File: src/sv/dcc_pkg.sv
// Shared types and constants for the debounced click classifier.
// No dependencies; imported by every module of the block.
package dcc_pkg;

    localparam int TIME_BITS_DEF = 32;
    localparam int CFG_W         = 32;
    localparam int CFG_IDX_W     = 2;
    localparam int QDEPTH        = 4;

    localparam logic [CFG_IDX_W-1:0] CFG_ACTIVE_LOW = 2'd0;
    localparam logic [CFG_IDX_W-1:0] CFG_CLICK_MIN  = 2'd1;
    localparam logic [CFG_IDX_W-1:0] CFG_LONG_CLICK = 2'd2;
    localparam logic [CFG_IDX_W-1:0] CFG_DEBOUNCE   = 2'd3;

    localparam logic [CFG_W-1:0] CLICK_MIN_RST  = 32'd50;
    localparam logic [CFG_W-1:0] LONG_CLICK_RST = 32'd1000;
    localparam logic [CFG_W-1:0] DEBOUNCE_RST   = 32'd50;

    typedef enum logic [2:0] {
        EV_SHORT_DOWN   = 3'd0,
        EV_SHORT_UP     = 3'd1,
        EV_LONG_UP      = 3'd2,
        EV_STILL_HELD   = 3'd3,
        EV_LONG_DOWN    = 3'd4
    } t_event;

    typedef struct packed {
        logic             active_low;
        logic [CFG_W-1:0] click_min_ms;
        logic [CFG_W-1:0] long_click_ms;
        logic [CFG_W-1:0] debounce_ms;
    } t_cfg;

    // One queue entry carries all events of one poll: one or two.
    typedef struct packed {
        logic   two;
        t_event k0;
        t_event k1;
    } t_qent;

endpackage

File: src/sv/dcc_front.sv
// Front end: debounce and press classification, one poll per cycle while the queue is not full.
// Depends on dcc_pkg; pushes the events of each poll into dcc_queue.
module dcc_front #(
    parameter int TIME_BITS = dcc_pkg::TIME_BITS_DEF
) (
    input  logic                        i_clk,
    input  logic                        i_rst_n,
    input  dcc_pkg::t_cfg               i_cfg,
    input  logic                        i_in_valid,
    input  logic                        i_raw_level,
    input  logic [31:0]                 i_now_ms,
    input  logic                        i_q_full,
    output logic                        o_in_stall,
    output logic                        o_push,
    output dcc_pkg::t_qent              o_ent
);
    import dcc_pkg::*;

    localparam int CMP_W = (TIME_BITS > CFG_W) ? TIME_BITS : CFG_W;

    logic                 r_held, n_held;
    logic                 r_long, n_long;
    logic [TIME_BITS-1:0] r_last_change, n_last_change;
    logic [TIME_BITS-1:0] r_press_start, n_press_start;

    logic                 accept;
    logic                 pressed;
    logic                 debounce_ok;
    logic [TIME_BITS-1:0] now_t;
    logic [TIME_BITS-1:0] since;
    logic [TIME_BITS-1:0] hold;
    logic [CMP_W-1:0]     hold_w;

    assign o_in_stall  = i_q_full;
    assign accept      = i_in_valid && !i_q_full;
    assign pressed     = i_raw_level ^ i_cfg.active_low;
    assign now_t       = TIME_BITS'(i_now_ms);
    assign since       = now_t - r_last_change;
    assign hold        = now_t - r_press_start;
    assign hold_w      = CMP_W'(hold);
    assign debounce_ok = CMP_W'(since) > CMP_W'(i_cfg.debounce_ms);

    always_comb begin
        n_held        = r_held;
        n_long        = r_long;
        n_last_change = r_last_change;
        n_press_start = r_press_start;
        o_push        = 1'b0;
        o_ent.two     = 1'b0;
        o_ent.k0      = EV_SHORT_DOWN;
        o_ent.k1      = EV_SHORT_DOWN;
        if (accept) begin
            if (pressed != r_held) begin
                if (debounce_ok) begin
                    n_last_change = now_t;
                    n_held        = pressed;
                    n_long        = 1'b0;
                    if (pressed) begin
                        n_press_start = now_t;
                        o_push        = 1'b1;
                        o_ent.k0      = EV_SHORT_DOWN;
                    end else if (hold_w >= CMP_W'(i_cfg.click_min_ms)) begin
                        o_push   = 1'b1;
                        o_ent.k0 = (hold_w < CMP_W'(i_cfg.long_click_ms)) ?
                                   EV_SHORT_UP : EV_LONG_UP;
                    end
                end
            end else if (pressed) begin
                o_push   = 1'b1;
                o_ent.k0 = EV_STILL_HELD;
                if (!r_long && hold_w >= CMP_W'(i_cfg.long_click_ms)) begin
                    n_long    = 1'b1;
                    o_ent.two = 1'b1;
                    o_ent.k1  = EV_LONG_DOWN;
                end
            end
        end
    end

    always_ff @(posedge i_clk) begin
        if (!i_rst_n) begin
            r_held        <= 1'b0;
            r_long        <= 1'b0;
            r_last_change <= '0;
            r_press_start <= '0;
        end else begin
            r_held        <= n_held;
            r_long        <= n_long;
            r_last_change <= n_last_change;
            r_press_start <= n_press_start;
        end
    end

endmodule

File: src/sv/dcc_queue.sv
// Short event queue between front end and output stage.
// Depends on dcc_pkg for the entry type and depth.
module dcc_queue (
    input  logic           i_clk,
    input  logic           i_rst_n,
    input  logic           i_push,
    input  dcc_pkg::t_qent i_data,
    input  logic           i_pop,
    output dcc_pkg::t_qent o_data,
    output logic           o_empty,
    output logic           o_full
);
    import dcc_pkg::*;

    localparam int PTR_W = $clog2(QDEPTH);

    t_qent            r_mem [QDEPTH];
    logic [PTR_W-1:0] r_wr, r_rd;
    logic [PTR_W:0]   r_count;

    assign o_data  = r_mem[r_rd];
    assign o_empty = (r_count == '0);
    assign o_full  = (r_count == (PTR_W+1)'(QDEPTH));

    always_ff @(posedge i_clk) begin
        if (i_push) begin
            r_mem[r_wr] <= i_data;
        end
    end

    always_ff @(posedge i_clk) begin
        if (!i_rst_n) begin
            r_wr    <= '0;
            r_rd    <= '0;
            r_count <= '0;
        end else begin
            if (i_push) begin
                r_wr <= r_wr + 1'b1;
            end
            if (i_pop) begin
                r_rd <= r_rd + 1'b1;
            end
            if (i_push && !i_pop) begin
                r_count <= r_count + 1'b1;
            end else if (!i_push && i_pop) begin
                r_count <= r_count - 1'b1;
            end
        end
    end

endmodule

File: src/sv/dcc_back.sv
// Output stage: unpacks queue entries into single event words.
// Depends on dcc_pkg; pops from dcc_queue.
module dcc_back (
    input  logic           i_clk,
    input  logic           i_rst_n,
    input  logic           i_q_empty,
    input  dcc_pkg::t_qent i_q_data,
    output logic           o_pop,
    output logic           o_out_valid,
    input  logic           i_out_stall,
    output logic [2:0]     o_event_kind,
    output logic           o_last_event
);
    import dcc_pkg::*;

    t_qent r_ent;
    logic  r_valid;
    logic  r_second;
    logic  take, done, load;

    assign take  = r_valid && !i_out_stall;
    assign done  = take && (!r_ent.two || r_second);
    assign load  = (!r_valid || done) && !i_q_empty;
    assign o_pop = load;

    assign o_out_valid  = r_valid;
    assign o_event_kind = r_second ? r_ent.k1 : r_ent.k0;
    assign o_last_event = !r_ent.two || r_second;

    always_ff @(posedge i_clk) begin
        if (load) begin
            r_ent <= i_q_data;
        end
    end

    always_ff @(posedge i_clk) begin
        if (!i_rst_n) begin
            r_valid  <= 1'b0;
            r_second <= 1'b0;
        end else if (load) begin
            r_valid  <= 1'b1;
            r_second <= 1'b0;
        end else if (done) begin
            r_valid  <= 1'b0;
            r_second <= 1'b0;
        end else if (take) begin
            r_second <= 1'b1;
        end
    end

endmodule

File: src/sv/debounced_click_classifier_core.sv
// Top level of the debounced click classifier: config registers, front end,
// event queue and output stage. Depends on dcc_pkg, dcc_front, dcc_queue, dcc_back.
//
//  channel  | valid       | stall       | payload
//  ---------+-------------+-------------+------------------------------
//  poll in  | i_in_valid  | o_in_stall  | i_raw_level, i_now_ms
//  event out| o_out_valid | i_out_stall | o_event_kind, o_last_event
//  config   | i_cfg_we    | none        | i_cfg_index, i_cfg_data
//
// One poll is taken per cycle while o_in_stall is low; its events are written
// into the queue and then loaded into the output register, one word per cycle
// while i_out_stall is low, so a poll with two events holds the output for both
// words. The four-entry queue sets how long polls keep coming while the output
// stalls; o_in_stall rises when it is full. Reset is synchronous; no clearing pass.
module debounced_click_classifier_core #(
    parameter int TIME_BITS = dcc_pkg::TIME_BITS_DEF
) (
    input  logic                           i_clk,
    input  logic                           i_rst_n,
    input  logic                           i_in_valid,
    output logic                           o_in_stall,
    input  logic                           i_raw_level,
    input  logic [31:0]                    i_now_ms,
    output logic                           o_out_valid,
    input  logic                           i_out_stall,
    output logic [2:0]                     o_event_kind,
    output logic                           o_last_event,
    input  logic                           i_cfg_we,
    input  logic [dcc_pkg::CFG_IDX_W-1:0]  i_cfg_index,
    input  logic [dcc_pkg::CFG_W-1:0]      i_cfg_data
);
    import dcc_pkg::*;

    t_cfg  r_cfg;
    t_qent f_ent;
    t_qent q_data;
    logic  f_push;
    logic  q_pop, q_empty, q_full;

    always_ff @(posedge i_clk) begin
        if (!i_rst_n) begin
            r_cfg.active_low    <= 1'b0;
            r_cfg.click_min_ms  <= CLICK_MIN_RST;
            r_cfg.long_click_ms <= LONG_CLICK_RST;
            r_cfg.debounce_ms   <= DEBOUNCE_RST;
        end else if (i_cfg_we) begin
            unique case (i_cfg_index)
                CFG_ACTIVE_LOW: r_cfg.active_low    <= i_cfg_data[0];
                CFG_CLICK_MIN:  r_cfg.click_min_ms  <= i_cfg_data;
                CFG_LONG_CLICK: r_cfg.long_click_ms <= i_cfg_data;
                CFG_DEBOUNCE:   r_cfg.debounce_ms   <= i_cfg_data;
                default:        r_cfg               <= r_cfg;
            endcase
        end
    end

    dcc_front #(
        .TIME_BITS (TIME_BITS)
    ) u_front (
        .i_clk       (i_clk),
        .i_rst_n     (i_rst_n),
        .i_cfg       (r_cfg),
        .i_in_valid  (i_in_valid),
        .i_raw_level (i_raw_level),
        .i_now_ms    (i_now_ms),
        .i_q_full    (q_full),
        .o_in_stall  (o_in_stall),
        .o_push      (f_push),
        .o_ent       (f_ent)
    );

    dcc_queue u_queue (
        .i_clk   (i_clk),
        .i_rst_n (i_rst_n),
        .i_push  (f_push),
        .i_data  (f_ent),
        .i_pop   (q_pop),
        .o_data  (q_data),
        .o_empty (q_empty),
        .o_full  (q_full)
    );

    dcc_back u_back (
        .i_clk        (i_clk),
        .i_rst_n      (i_rst_n),
        .i_q_empty    (q_empty),
        .i_q_data     (q_data),
        .o_pop        (q_pop),
        .o_out_valid  (o_out_valid),
        .i_out_stall  (i_out_stall),
        .o_event_kind (o_event_kind),
        .o_last_event (o_last_event)
    );

endmodule

File: config.mk
export PLATFORM = sky130hd
export DESIGN_NAME = debounced_click_classifier_core
export DESIGN_NICKNAME = d
export VERILOG_FILES = /design/src/sv/dcc_pkg.sv /design/src/sv/dcc_front.sv /design/src/sv/dcc_queue.sv /design/src/sv/dcc_back.sv /design/src/sv/debounced_click_classifier_core.sv
export SDC_FILE = /design/constraint.sdc
export NUM_CORES = 1
export LEC_CHECK = 0
export BUFFER_PORTS_ARGS = -buffer_cell sky130_fd_sc_hd__buf_4
export CORE_AREA = 2 2 156 158
export CTS_CLUSTER_DIAMETER = 30
export CTS_CLUSTER_SIZE = 12
export DETAILED_ROUTE_END_ITERATION = 6
export DIE_AREA = 0 0 158 160
export GPL_ROUTABILITY_DRIVEN = 0
export PLACE_DENSITY_LB_ADDON = 0.08
export SETUP_SLACK_MARGIN = 0.5
export SYNTH_ARGS = -nofsm -noshare
export SYNTH_HDL_FRONTEND = slang
export SYNTH_HIERARCHICAL = 1
export SYNTH_SLANG_ARGS = --single-unit
File: constraint.sdc
create_clock -name i_clk -period 6.9 [get_ports i_clk]
set_clock_uncertainty 0.2 [all_clocks]
set_input_delay 0.69 -clock i_clk [delete_from_list [all_inputs] [get_ports i_clk]]
set_output_delay 0.69 -clock i_clk [all_outputs]
set_load 0.02 [all_outputs]
==> flow_metrics.env <==
export IMPL_hp_start="i_cfg_data[4]"
export IMPL_period_minus_slack_ps=6090
export IMPL_cp_end_kind="flop"
export IMPL_cp_start_kind="input pin"
export IMPL_synthDistinctLibCells=81
export IMPL_hold_violations=0
export IMPL_clock_latency_ps=550
export IMPL_ys_dominant_reg_cell="dfxtp_1"
export IMPL_routed_via_density=5.51
export IMPL_synthSimpleGateAreaFrac_pct=14.5
export IMPL_synthArstFlopShare_pct=0
export IMPL_path_max_fanout=5
export IMPL_layout_drive_gt1_share_pct=13.1
export IMPL_fin_util_pct=69.0
export IMPL_area_growth_pct=18.4
export IMPL_die_height_um=160
export IMPL_synth_cells_most_frequent="inv_1 (190), dfxtp_1 (174), ha_1 (164)"
export IMPL_cts_tree="yes"
export IMPL_nNetsFinal=1865
export IMPL_yosys_area_share_xor_xnor_pct=3.72
export IMPL_yosysTopAreaCell="dfxtp_1"
export IMPL_synth_seq_cells=209
export IMPL_tns_ps=0
export IMPL_yosysMostFrequentCell="inv_1"
export IMPL_grt_pass1_vias=11000
export IMPL_drtAntennaViolNets=0
export IMPL_powerDensity_nw_per_um2=340
export IMPL_setup_slack_ps=811
export IMPL_clkSinkCount=209
export IMPL_postSynthAreaPerCell_um2=9.00
export IMPL_power_total_uw=5580
export IMPL_dpl_cell_area_um2=14600
export IMPL_drt_pass1_iter_count=5
export IMPL_post_place_ws_ps=343
export IMPL_grt_usage_pct=26.9
export IMPL_fp_row_count=57
export IMPL_synth_compound_area_share_pct=12.6
export IMPL_path_clk_slew_ps=50
export IMPL_rsz0062_at_grt="false"
export IMPL_numCtsBuffers=49
export IMPL_synth_area_top_cells="dfxtp_1 (25%), ha_1 (15%), mux2i_1 (12%), edfxtp_1 (7.6%), inv_1 (5.1%)"
export IMPL_h_tree_depth=2
export IMPL_worst_setup_path_type="in2reg"
export IMPL_crit_required_ps=7170
export IMPL_relSlewSlack_pct=28.1
export IMPL_status="completed"
export IMPL_grt_pass1_wl_um=54500
export IMPL_yosysTopAreaCellShare_pct=25.1
export IMPL_drtIter0Drc=612
export IMPL_fillers=1960
export IMPL_rr_startpoint="u_front/r_last_change[0]$_SDFFE_PN0P_"
export IMPL_syn_area_um2=13900
export IMPL_r2r_setup_slack_ps=820
export IMPL_die_area_um2=25300
export IMPL_synth_edff_count=35
export IMPL_fin_crit_sh_pct=88.2
export IMPL_routed_wl_um=33900
export IMPL_reg2reg_depth=24
export IMPL_synth_seq_area_share_pct=32.7
export IMPL_grt_max_degree=87
export IMPL_leakagePower_uw=0.00696
export IMPL_finalSetupViolCount=0
export IMPL_cp_arrival_ps=6360
export IMPL_hpwl_um=24700
export IMPL_ir_drop_mv=0.207
export IMPL_r2r_end="u_queue/r_count[2]$_SDFFE_PN0P_"
export IMPL_drc=0
export IMPL_tightest_slew_ps=1080
export IMPL_die_w_um=158
export IMPL_ios=78
export IMPL_start_util_pct=58.2
export IMPL_overflow=0
export IMPL_syn_instance_count=1542
export IMPL_core_um2=23800
export IMPL_hold_class="in2reg"
export IMPL_synth_top_family_by_area="adder cells"
export IMPL_diodes=0
export IMPL_drv_cap=0
export IMPL_cp_startpoint="i_now_ms[0]"
export IMPL_yosys_warnings=6
export IMPL_slew_violations=0
export IMPL_min_path_cells=3
export IMPL_port_buffer_count=77
export IMPL_synthAdderAreaFrac_pct=15.2
export IMPL_clk_path_buf_depth=3
export IMPL_wl_per_cell_um=17.0
export IMPL_cts_root_buf="clkbuf_16"
export IMPL_finish_instance_area_um2=16400
export IMPL_antenna_found_initial=0
export IMPL_vias=11000
export IMPL_clock_fmax_ghz=0.164
export IMPL_hold_path_end="r_cfg[36]$_SDFFE_PN0P_"
export IMPL_post_cts_buffers=0
export IMPL_yosys_mux_area_fraction_pct=13.2
-- power by group --
group,switching (µW),internal [µW],leakage (µW)
Combinational,886,702,0.00435
Clock,747,1780,0.000869
Sequential,74.8,1390,0.00174
-- state kept, by name, summed over array words and instances (netlist names), 2 cells and up, named ones only --
signal / count
r_cfg: 97
u_front/r_press_start: 32
u_back/r_ent: 7
u_queue/r_count: 3
u_queue/r_wr: 2
u_queue/r_mem: 28
u_queue/r_rd: 2
u_front/r_last_change: 32
-- routing by layer --
| metal | share of wire [%] | GRT usage [%] | vias up | wire length [µm] |
|---|---|---|---|---|
| li1 | - | - | 5515 | - |
| met1 | 47 | 36.6 | 5150 | 15800 |
| met2 | 46 | 44.0 | 239 | 15600 |
| met3 | 4.7 | 4.07 | 54 | 1580 |
| met4 | 2.5 | 8.72 | 0 | 833 |
| met5 | 0 | 0 | - | 0 |
-- worst max-delay path, cell delays in order --
cell      delay, ps
buf_4           120
inv_1            70
ha_1            160
inv_1            60
fa_1            420
a21o_2          240
a31oi_2         260
nor4b_2         120
o31a_4          320
o41ai_4         360
o31a_2          290
o311ai_1        140
ha_1            340
nand4_1         120
or2_1           300
nor3_1          250
o311ai_1        240
nand2_2         150
nor2_1           40
o21ai_0         300
ha_1            260
inv_1            80
fa_1            380
xor2_1          170
or3_1           310
a21boi_1        140
-- area by class of cell --
class | count | area (µm²) | share of cell area (%)
Inverter | 190 | 713 | 4.34
Clock buffer | 60 | 1330 | 8.08
Multi-Input combinational cell | 1085 | 8280 | 50.4
Sequential cell | 209 | 4530 | 27.6
Timing Repair Buffer | 91 | 683 | 4.16
Clock inverter | 30 | 488 | 2.97
Tap cell | 324 | 405 | 2.47
-- worst max path at each step --
stage | to | slack, ps
final | u_queue/r_count[2]$_SDFFE_PN0P_ | 810
after global routing | u_queue/r_count[2]$_SDFFE_PN0P_ | 520
after CTS | u_queue/r_count[2]$_SDFFE_PN0P_ | 710
after detailed placement | u_queue/r_count[2]$_SDFFE_PN0P_ | 340
after global placement | u_queue/r_count[2]$_SDFFE_PN0P_ | 490
after floorplan | u_queue/r_count[2]$_SDFFE_PN0P_ | 760
-- timing repair --
item                                   in CTS  in global routing
gates resized for setup                     0                  7
hold buffers                                0                  0
endpoints found under the hold margin       0                  0
setup endpoints to repair                   0                  6
-- metrics by stage --
step                instances  hold WS [ps]
finish                   1989           205
detailed placement       1899           246
floorplan                1544           235
global route             1989           219
CTS                      1989           193
global placement         1899           243
-- logic make-up (layout without fill, tap and decap cells) --
group / Yosys count / after routing
buffers and inverters: 250 / 371
adders and majority gates: 167 / 167
muxes: 173 / 173
and+or+nand+nor: 427 / 427
AOI/OAI and AO/OA: 256 / 256
other: 1 / 3
xor gates and xnor gates: 59 / 59
DFF: 209 / 209
-- cell usage in the layout, fill, tap and decap left out, types with 5 or more instances in the layout --
| master | netlist | routed |
|---|---|---|
| inv_1 | 190 | 189 |
| dfxtp_1 | 174 | 174 |
| ha_1 | 164 | 164 |
| mux2i_1 | 161 | 161 |
| nand2_1 | 150 | 149 |
| nor2_1 | 123 | 123 |
| buf_4 | 10 | 91 |
| a21oi_1 | 69 | 69 |
| a21o_1 | 52 | 52 |
| clkbuf_16 | 0 | 49 |
| xnor2_1 | 43 | 43 |
| o21ai_0 | 36 | 36 |
| edfxtp_1 | 35 | 35 |
| nand4_1 | 27 | 27 |
| nor2b_1 | 26 | 26 |
| nand3_1 | 19 | 19 |
| xor2_1 | 16 | 16 |
| o21a_1 | 15 | 15 |
| nand2b_1 | 15 | 15 |
| and2_1 | 13 | 13 |
| nor3_1 | 13 | 13 |
| a31oi_1 | 12 | 12 |
| bufinv_16 | 0 | 11 |
| o211ai_1 | 8 | 8 |
| nand4b_1 | 7 | 7 |
| clkinvlp_4 | 0 | 7 |
| a211oi_1 | 8 | 7 |
| and3_1 | 7 | 7 |
| mux4_2 | 7 | 7 |
| clkinv_2 | 0 | 6 |
| clkbuf_8 | 0 | 6 |
| clkbuf_1 | 23 | 5 |
| mux2_2 | 5 | 5 |
(Power assumes the default switching activity.)
